==> src/hdl/lltd_pkg.sv <==
// shared types and constants for the least loaded task dispatcher
package lltd_pkg;

    localparam int CORES_DEF = 20;
    localparam int QUEUE_DEPTH_DEF = 16;
    localparam int PAYLOAD_BITS_DEF = 32;

    localparam int ACTION_W = 2;
    localparam int CORE_W = 5;
    localparam int KIND_W = 3;
    localparam int PAY_W = 32;
    localparam int STATUS_W = 2;

    localparam logic [ACTION_W-1:0] ACT_SUBMIT = 2'd0;
    localparam logic [ACTION_W-1:0] ACT_TAKE = 2'd1;
    localparam logic [ACTION_W-1:0] ACT_FINISH = 2'd2;

    localparam logic [STATUS_W-1:0] ST_OK = 2'd0;
    localparam logic [STATUS_W-1:0] ST_FULL = 2'd1;
    localparam logic [STATUS_W-1:0] ST_EMPTY = 2'd2;
    localparam logic [STATUS_W-1:0] ST_NONE = 2'd3;

    typedef enum logic [2:0] {
        S_IDLE,
        S_SCAN,
        S_DECIDE,
        S_READ,
        S_OUT
    } t_state;

endpackage

==> src/hdl/lltd_cell.sv <==
// one core cell: queue pointers, busy flag and one stage of the least loaded scan
module lltd_cell #(
    parameter int QUEUE_DEPTH = lltd_pkg::QUEUE_DEPTH_DEF,
    parameter int IDX_W = 5,
    localparam int PTR_W = (QUEUE_DEPTH > 1) ? $clog2(QUEUE_DEPTH) : 1,
    localparam int CNT_W = $clog2(QUEUE_DEPTH + 1)
) (
    input  logic             i_clk,
    input  logic             i_rst_n,
    input  logic [IDX_W-1:0] i_my_idx,
    input  logic             i_scan_en,
    input  logic [CNT_W-1:0] i_best_cnt,
    input  logic [IDX_W-1:0] i_best_idx,
    output logic [CNT_W-1:0] o_best_cnt,
    output logic [IDX_W-1:0] o_best_idx,
    input  logic             i_push,
    input  logic             i_pop,
    input  logic             i_set_busy,
    input  logic             i_clr_busy,
    output logic [CNT_W-1:0] o_count,
    output logic [PTR_W-1:0] o_head,
    output logic [PTR_W-1:0] o_tail,
    output logic             o_busy
);

    logic [CNT_W-1:0] r_cnt;
    logic [PTR_W-1:0] r_head;
    logic [PTR_W-1:0] r_tail;
    logic             r_busy;
    logic [CNT_W-1:0] r_bc;
    logic [IDX_W-1:0] r_bi;

    function automatic logic [PTR_W-1:0] wrap(input logic [PTR_W-1:0] p);
        if (p == PTR_W'(QUEUE_DEPTH - 1)) begin
            return '0;
        end
        return p + 1'b1;
    endfunction

    always_ff @(posedge i_clk) begin
        if (!i_rst_n) begin
            r_cnt <= '0;
            r_head <= '0;
            r_tail <= '0;
            r_busy <= 1'b0;
        end else begin
            if (i_push) begin
                r_tail <= wrap(r_tail);
                r_cnt <= r_cnt + 1'b1;
            end
            if (i_pop) begin
                r_head <= wrap(r_head);
                r_cnt <= r_cnt - 1'b1;
            end
            if (i_set_busy) begin
                r_busy <= 1'b1;
            end
            if (i_clr_busy) begin
                r_busy <= 1'b0;
            end
        end
    end

    // scan stage: strict less keeps the lower index on ties
    always_ff @(posedge i_clk) begin
        if (i_scan_en) begin
            if (r_cnt < i_best_cnt) begin
                r_bc <= r_cnt;
                r_bi <= i_my_idx;
            end else begin
                r_bc <= i_best_cnt;
                r_bi <= i_best_idx;
            end
        end
    end

    assign o_best_cnt = r_bc;
    assign o_best_idx = r_bi;
    assign o_count = r_cnt;
    assign o_head = r_head;
    assign o_tail = r_tail;
    assign o_busy = r_busy;

endmodule

==> config.mk <==
export PLATFORM = sky130hd
export DESIGN_NAME = lltd_cell
export DESIGN_NICKNAME = d
export VERILOG_FILES = /design/src/hdl/lltd_pkg.sv /design/src/hdl/lltd_cell.sv
export SDC_FILE = /design/constraint.sdc
export NUM_CORES = 1
export LEC_CHECK = 0
export ABC_AREA = 1
export BUFFER_PORTS_ARGS = -buffer_cell sky130_fd_sc_hd__clkbuf_2
export CAP_MARGIN = 20
export CELL_PAD_IN_SITES_DETAIL_PLACEMENT = 0
export CELL_PAD_IN_SITES_GLOBAL_PLACEMENT = 1
export CORE_MARGIN = 2
export CORE_UTILIZATION = 39
export CTS_BUF_LIST = sky130_fd_sc_hd__clkbuf_4 sky130_fd_sc_hd__clkbuf_8
export DETAILED_ROUTE_END_ITERATION = 8
export MAX_ROUTING_LAYER = met4
export PLACE_DENSITY_LB_ADDON = 0.25
export SLEW_MARGIN = 15
export SYNTH_ARGS = -nofsm -noshare
export SYNTH_HDL_FRONTEND = slang
export SYNTH_SLANG_ARGS = --single-unit
==> constraint.sdc <==
create_clock -name i_clk -period 2.2 [get_ports i_clk]
set_input_delay 0.11 -clock i_clk [delete_from_list [all_inputs] [get_ports i_clk]]
set_output_delay 0.11 -clock i_clk [all_outputs]
set_load 0.02 [all_outputs]
==> impl_metrics.tcl, run 1 <==
set metrics [dict create \
    status "complete, no violations" \
    synthDistinctLibCells 23 \
    via_count 1180 \
    yosys_warnings 0 \
    die-area_mm2 0.00378 \
    stdcell_area_mm2 0.00162 \
    n_antenna_cell 0 \
    drive_gt1_frac 0.293 \
    cts.path.max_buffers 2 \
    grt_pass1_wl_mm 4.47 \
    dr.pass1.iters 4 \
    final_core_util 0.522 \
    min_period_over_period 0.750 \
    wl_per_cell_um 10.8 \
    cp-start-kind "flip-flop" \
    coreArea_mm2 0.00310 \
    grt_pass1_vias 1103 \
    synth_top_cell_area_share 0.233 \
    htree_num_levels 1 \
    via_per_inst 4.74 \
    cts-buffers-inserted 3 \
    finalHoldViolations 0 \
    dpl.hpwl_mm 2.18 \
    cts.clk_slew.worst_paths_ps 130 \
    drv_cap 0 \
    worst_pin_slew_ps 294 \
    postCtsSetupRepairBufs 0 \
    setup-violations-final 0 \
    drtAntennaViolNets 0 \
    syn_inst 157 \
    yosysTopAreaCell "edfxtp_1" \
    dpl_cell_area_mm2 0.00156 \
    crit_slowest_cell "dfxtp_1" \
    ys_top_cells_by_area "edfxtp_1, dfxtp_1, nand2_1, ha_1, nand4_1" \
    io-pin-count 46 \
    p_leak_uw 0.000829 \
    clock_skew_ps 3.73 \
    slew_violations 0 \
    gp_congestion 0.831 \
    drtIter0Drc 6 \
    max_freq_mhz 606 \
    clk_latency_ps 310 \
    cts_tree "done" \
    fin_nets 238 \
    root_buffer "clkbuf_4" \
    path_buf_inv 1 \
    syn_avg_cell_area_um2 8.21 \
    syn_area_mm2 0.00129 \
    wl_mm 2.70 \
    p_per_area_mw_per_mm2 782 \
    die_w_um 61.5 \
    ir_drop_v 0.000342 \
    synth_seq_cells 24 \
    ys_seq_area_frac 0.450 \
    fillers 331 \
    cp.required_ps 2290 \
    rsz0062_at_grt "false" \
    grt_use_total 0.162 \
    initial_utilization 0.415 \
    regToRegSetupSlack_ps 550 \
    crit_arrival_ps 1740 \
    grt_max_degree 15 \
    gr-total-overflow 0 \
    io_buffers 45 \
    path_class "reg2reg" \
    critical_path.top_delay_family "simple AND/OR/NAND/NOR gates" \
    clkSinkCount 24 \
    fin_tns_setup_ps 0 \
    slowest_delay_ps 440 \
    layout_min_cycle_time_ps 1650 \
    hold_path.class "in2reg" \
    path_max_fanout 11 \
    max_slew_margin 0.804 \
    cts_resized 0 \
    ctsHoldBuffers 1 \
    end_kind "flip-flop" \
    antenna_found_initial 0 \
    die_h_um 61.5 \
    rows 20 \
    crit_path_frequent_cell "nand2_1" \
    crit_chain "ha_1 -> nand2_1 -> inv_2 -> nand4_2 -> nand3_2 -> nand2_1 -> nand2_1" \
    drc 0 \
    syn-num-nets 189 \
    area_delta_synth_final_pct 25.6 \
]
## synth_stat cells, drive strengths merged
library cell / instances
inv: 20
nor2: 11
buf: 4
nand3: 11
nor3: 3
edfxtp: 10
ha: 9
xnor2: 1
nand4: 11
o21ai: 12
a21oi: 12
or2: 1
nand2: 37
dfxtp: 14
fa: 1
## worst register-to-register path: stages (launching register included)
cell and delay (ps):
dfxtp_1 440, ha_1 290, nand2_1 90, inv_2 50, nand4_2 170, nand3_2 220, nand2_1 110, nand2_1 50
## where the power goes
group	total [µW]	internal [µW]	switching, µW
clock network	317	184	133
registers	569	531	38.0
logic	380	145	235
## metrics by stage
step / cells / total power (µW) / hold slack, ps / worst slack, ps
3_3_place_gp: 244 / 952 / 276 / 590
4_1_cts: 249 / 1280 / 20.8 / 536
5_1_grt: 249 / 1360 / 20.0 / 358
6_report: 249 / 1270 / 23.0 / 550
2_1_floorplan: 157 / 843 / 189 / 651
3_5_place_dp: 244 / 963 / 283 / 554
## flip-flops by register name (all words and copies together) (netlist names)
register and flops:
o_best_cnt 5, o_best_idx 5, o_count 5, o_head 4
o_tail 4, o_busy 1
## kinds of logic (layout without fill, tap and decap cells)
logic type	Yosys count	after routing	share of synthesized area
buf+inv	24	72	0.0796
simple gates	74	74	0.261
flops	24	24	0.450
fa+ha+maj	10	10	0.103
xor+xnor	1	1	0.00680
compound gates	24	24	0.0990
## path summary, 6_finish.rpt
| path | depth (start not counted) | endpoint | startpoint |
|---|---|---|---|
| max | 7 | o_best_cnt[1] | o_count[4] |
| min | 3 | o_busy | i_set_busy |
| min reg2reg | 2 | o_busy | o_busy |
| max reg2reg | 7 | o_best_cnt[1] | o_count[4] |
## layout make-up
cell class | instances | area, µm² | share of cell area
clock inverter | 1 | 30.0 | 0.0185
inverter | 20 | 75.1 | 0.0464
tap | 44 | 55.1 | 0.0340
clock buffer | 3 | 22.5 | 0.0139
timing repair buffer | 48 | 250 | 0.155
multi-input combinational | 109 | 606 | 0.374
sequential | 24 | 581 | 0.359
## cell usage in the layout, fill, tap and decap left out, drive strengths merged
cell	Yosys	final
or2	1	1
o21ai	12	12
inv	20	20
nand2	37	37
dlygate4sd3	0	1
xnor2	1	1
nand4	11	11
nand3	11	11
nor2	11	11
bufinv	0	1
a21oi	12	12
fa	1	1
ha	9	9
buf	4	2
dfxtp	14	14
clkbuf	0	48
nor3	3	3
edfxtp	10	10
## routing by layer
layer	wire length (µm)	global-route usage
met2	1380	0.295
met3	200	0.0399
met4	31	0.0547
met1	1090	0.169
met5	0	-
(Power assumes the default switching activity.)
==> inputs of run 2 (changes only) <==
--- a/config.mk
+++ b/config.mk
@@ -11,7 +11,7 @@
 export CELL_PAD_IN_SITES_DETAIL_PLACEMENT = 0
 export CELL_PAD_IN_SITES_GLOBAL_PLACEMENT = 1
 export CORE_MARGIN = 2
-export CORE_UTILIZATION = 39
+export CORE_UTILIZATION = 36
 export CTS_BUF_LIST = sky130_fd_sc_hd__clkbuf_4 sky130_fd_sc_hd__clkbuf_8
 export DETAILED_ROUTE_END_ITERATION = 8
 export MAX_ROUTING_LAYER = met4
==> constraint.sdc (replaced) <==
create_clock -name i_clk -period 1.55 [get_ports i_clk]
set_input_delay 0.0775 -clock i_clk [delete_from_list [all_inputs] [get_ports i_clk]]
set_output_delay 0.0775 -clock i_clk [all_outputs]
set_load 0.02 [all_outputs]
==> run 2 against run 1 <==
Net effect: worst setup slack worse by 470 ps; clock-buffer cell count stayed put; die area grew 7.8%; register-to-register slack worse by 470 ps; critical path depth unchanged; via count grew 7.2%; sequential power rose by 40%; critical path type unchanged; critical endpoint is now o_best_cnt[3].
==> impl_metrics.tcl, run 2 (synthesis gave the netlist of run 1 again) <==
set metrics [dict create \
    status "complete, no violations" \
    drtIter0Drc 48 \
    cts.clk_slew.worst_paths_ps 140 \
    ir_drop_v 0.000634 \
    htree_num_levels 1 \
    clock_skew_ps 9.97 \
    die_w_um 63.8 \
    path_max_fanout 10 \
    drc 0 \
    min_period_over_period 0.951 \
    n_antenna_cell 0 \
    cts_tree "done" \
    grt_pass1_vias 1218 \
    dpl_cell_area_mm2 0.00160 \
    setup-violations-final 0 \
    max_slew_margin 0.806 \
    io-pin-count 46 \
    slew_violations 0 \
    die_h_um 63.8 \
    io_buffers 45 \
    end_kind "flip-flop" \
    dr.pass1.iters 4 \
    hold_path.class "in2reg" \
    cp-start-kind "flip-flop" \
    drv_cap 0 \
    gp_congestion 0.757 \
    fin_tns_setup_ps 0 \
    cp.required_ps 1650 \
    p_per_area_mw_per_mm2 1090 \
    final_cells 259 \
    crit_arrival_ps 1580 \
    layout_min_cycle_time_ps 1470 \
    initial_utilization 0.380 \
    via_count 1265 \
    postCtsSetupRepairBufs 0 \
    coreArea_mm2 0.00339 \
    area_delta_synth_final_pct 36.6 \
    cts.path.max_buffers 2 \
    dpl.hpwl_mm 2.36 \
    rows 21 \
    path_class "reg2reg" \
    grt_use_total 0.157 \
    grt_max_degree 15 \
    p_leak_uw 0.000881 \
    dp.cells 251 \
    drive_gt1_frac 0.319 \
    clkSinkCount 24 \
    gr-total-overflow 0 \
    setup_ws_ps 75.8 \
    worst_pin_slew_ps 290 \
    via_per_inst 4.88 \
    stdcell_area_mm2 0.00176 \
    grt_pass1_wl_mm 4.97 \
    rsz0062_at_grt "false" \
    die-area_mm2 0.00407 \
    wl_per_cell_um 12.2 \
    wl_mm 3.17 \
    pre_cts_slack_ps 41.8 \
    fin_nets 246 \
    most-common-layout-cells "clkbuf_2, nand2_1, inv_1, dfxtp_1" \
    finalHoldViolations 0 \
    drtAntennaViolNets 0 \
    regToRegSetupSlack_ps 80 \
    clk_latency_ps 320 \
    final_core_util 0.519 \
    antenna_found_initial 0 \
    max_freq_mhz 678 \
    cts-buffers-inserted 3 \
    final_common_cell "clkbuf_2" \
    root_buffer "clkbuf_4" \
]
==> run 2: cell count changes in the layout (fill, tap and decap cells not counted), moves of 2 or more <==
cell,previous run,this run
ha_4,0,2
dlygate4sd3_1,1,3
buf_6,0,2
ha_1,9,7
nand3_4,0,2
buf_4,2,5
==> run 2: through the flow <==
stage,hold slack [ps],power (µW)
finish,10.7,1930
global route,5.15,2040
CTS,0.00167,1870
detailed placement,252,1410
global placement,243,1380
floorplan,157,1200
==> run 2: area by class of cell <==
cell class                      count  area [µm²]
Timing Repair Buffer               55         315
Clock inverter                      1        30.0
Tap cell                           46        57.6
Multi-Input combinational cell    110         679
Sequential cell                    24         581
Inverter                           20        75.1
Clock buffer                        3        22.5
Fill cell                         313        1630
==> run 2: worst paths after layout <==
kind                      start             to  cells past startpoint
setup reg to reg     o_count[4]  o_best_cnt[3]                      7
hold reg to reg       o_tail[3]      o_tail[3]                      2
hold / removal    i_best_idx[2]  o_best_idx[2]                      3
setup / recovery     o_count[4]  o_best_cnt[3]                      7
==> run 2: power breakdown <==
| part | total [µW] | switching, µW | internal, µW |
|---|---|---|---|
| Combinational | 669 | 398 | 271 |
| Sequential | 796 | 42.9 | 753 |
| Clock | 460 | 198 | 262 |
==> run 2: layer usage <==
layer,global-route usage,share of wire,wire length [µm]
met1,0.151,0.41,1310
met2,0.301,0.52,1640
met3,0.0423,0.051,161
met4,0.0489,0.017,55
met5,-,0,0
==> run 2: repair_timing <==
item | 4_1_cts | 5_1_grt
endpoints found under the setup margin | 0 | 10
resized for setup | 0 | 9
endpoints found under the hold margin | 1 | 1
hold buffers | 2 | 1
==> run 2: worst max-delay path, stage by stage, from the launching register on <==
cell and delay (ps):
dfxtp_1 370, ha_4 290, nand2_1 60, inv_2 90
nand4_4 130, buf_6 180, nand4_1 70, nand2_1 60
==> inputs of run 3 (changes only) <==
--- a/config.mk
+++ b/config.mk
@@ -10,7 +10,6 @@
 export CAP_MARGIN = 20
 export CELL_PAD_IN_SITES_DETAIL_PLACEMENT = 0
 export CELL_PAD_IN_SITES_GLOBAL_PLACEMENT = 1
-export CORE_MARGIN = 2
 export CORE_UTILIZATION = 36
 export CTS_BUF_LIST = sky130_fd_sc_hd__clkbuf_4 sky130_fd_sc_hd__clkbuf_8
 export DETAILED_ROUTE_END_ITERATION = 8
==> run 3 against run 2 <==
Net effect: utilization is 2.5 points lower; clock power hardly changed; clock skew is 6.0 ps lower; final area is 4.8% lower; maximum frequency is 0.68% higher; via count is 0.63% lower; flip-flop and latch count stayed put; sequential share of layout area is 1.6 points higher; combinational power is 9.9% lower; wire length is 6.8% lower.
==> impl_metrics.tcl, run 3 (synthesis gave the netlist of run 1 again) <==
set metrics [dict create \
    die-area_mm2 0.00382 \
    io_buffers 45 \
    cts.clk_slew.worst_paths_ps 140 \
    drv_cap 0 \
    most-common-layout-cells "clkbuf_2, nand2_1, inv_1, dfxtp_1" \
    clock_skew_ps 3.98 \
    status "complete, no violations" \
    crit_arrival_ps 1560 \
    die_h_um 61.8 \
    r2r.worst_path.cells 7 \
    crit_chain "ha_1 -> nand2_1 -> inv_2 -> o21ai_2 -> nand3_4 -> nand2_1 -> nand2_1" \
    root_buffer "clkbuf_4" \
    via_per_inst 4.89 \
    rows 21 \
    fillers 333 \
    n_antenna_cell 0 \
    crit_start "o_count[2]" \
    cts_tree "done" \
    cp.required_ps 1650 \
    rsz0062_at_grt "false" \
    die_w_um 61.8 \
    initial_utilization 0.380 \
    regToRegSetupSlack_ps 90 \
    finalHoldViolations 0 \
    coreArea_mm2 0.00339 \
    path_class "reg2reg" \
    cts.path.max_buffers 2 \
    p_leak_uw 0.000861 \
    postCtsSetupRepairBufs 0 \
    layout_min_cycle_time_ps 1460 \
    cp-start-kind "flip-flop" \
    dpl.hpwl_mm 2.31 \
    drtAntennaViolNets 0 \
    end_kind "flip-flop" \
    dr.pass1.iters 5 \
    slowest_delay_ps 340 \
    grt_pass1_vias 1061 \
    final_core_util 0.495 \
    antenna_found_initial 0 \
    grt_max_degree 15 \
    crit_path_frequent_cell "nand2_1" \
    drtIter0Drc 34 \
    drive_gt1_frac 0.308 \
    drc 0 \
    grt_use_total 0.163 \
    worst_pin_slew_ps 273 \
    gr-total-overflow 0 \
    crit_slowest_cell "dfxtp_1" \
    max_freq_mhz 683 \
    p_per_area_mw_per_mm2 1110 \
    clk_latency_ps 320 \
    max_slew_margin 0.818 \
    area_delta_synth_final_pct 30.1 \
    r2r-end "o_best_cnt[0]" \
    min_period_over_period 0.945 \
    clkSinkCount 24 \
    total_power_uw 1860 \
    crit_end "o_best_cnt[0]" \
    final_common_cell "clkbuf_2" \
    gp_congestion 0.755 \
    wl_mm 2.95 \
    slew_violations 0 \
    via_count 1257 \
    fin_nets 244 \
    r2r_start "o_count[2]" \
    hp-start "i_best_idx[4]" \
    htree_num_levels 1 \
    path_max_fanout 10 \
    setup-violations-final 0 \
    wl_per_cell_um 11.5 \
    grt_pass1_wl_mm 4.40 \
    hold_path.class "in2reg" \
    cts-buffers-inserted 3 \
    fin_tns_setup_ps 0 \
    ir_drop_v 0.000375 \
    io-pin-count 46 \
]
## run 3: power breakdown
group	leakage [µW]	switching, µW	internal [µW]
sequential	0.000216	39.1	753
combinational	0.000618	367	236
clock	0.0000279	200	261
total	0.000861	606	1250
## run 3: worst max-delay path, delay by kind of cell (launching register included)
kind | cells | cell delay [ps]
compound gates | 1 | 180
fa+ha+maj | 1 | 300
flops | 1 | 340
buf+inv | 1 | 40
simple gates | 4 | 390
## run 3: worst min-delay path by stage
stage,depth (start not counted),slack [ps],end
global placement,2,240,o_busy
CTS,3,2,o_best_idx[4]
detailed placement,2,250,o_busy
global route,3,8,o_best_idx[0]
finish,3,10,o_best_idx[4]
floorplan,1,160,o_busy
## run 3: layout make-up
class / count / area (µm²) / share of cell area
multi-input cells: 109 / 613 / 0.366
flip-flops and latches: 24 / 581 / 0.346
repair buffers: 54 / 298 / 0.178
inverters: 20 / 75.1 / 0.0448
well taps: 46 / 57.6 / 0.0343
clock inverters: 1 / 30.0 / 0.0179
clock buffers: 3 / 22.5 / 0.0134
## run 3: repair_timing
item,CTS,global route
hold endpoints to repair,1,0
hold buffers,2,0
setup endpoints to repair,0,10
gates resized for setup,0,1
## run 3: per-stage QoR
stage | instance area, µm² | hold WS (ps) | std cells | setup slack, ps
after CTS | 1670 | 2.41 | 257 | 35.9
final | 1680 | 13.9 | 257 | 85.7
after global placement | 1600 | 244 | 251 | 111
after detailed placement | 1600 | 254 | 251 | 49.7
after global routing | 1680 | 8.04 | 257 | 4.04
after floorplan | 1290 | 157 | 157 | 1.26
## run 3: per-layer routing
layer / routed length, µm / up-vias / track usage
li1: - / 643 / -
met1: 1240 / 570 / 0.171
met2: 1550 / 40 / 0.303
met3: 136 / 4 / 0.0248
met4: 31 / 0 / 0.0667
met5: 0 / - / -
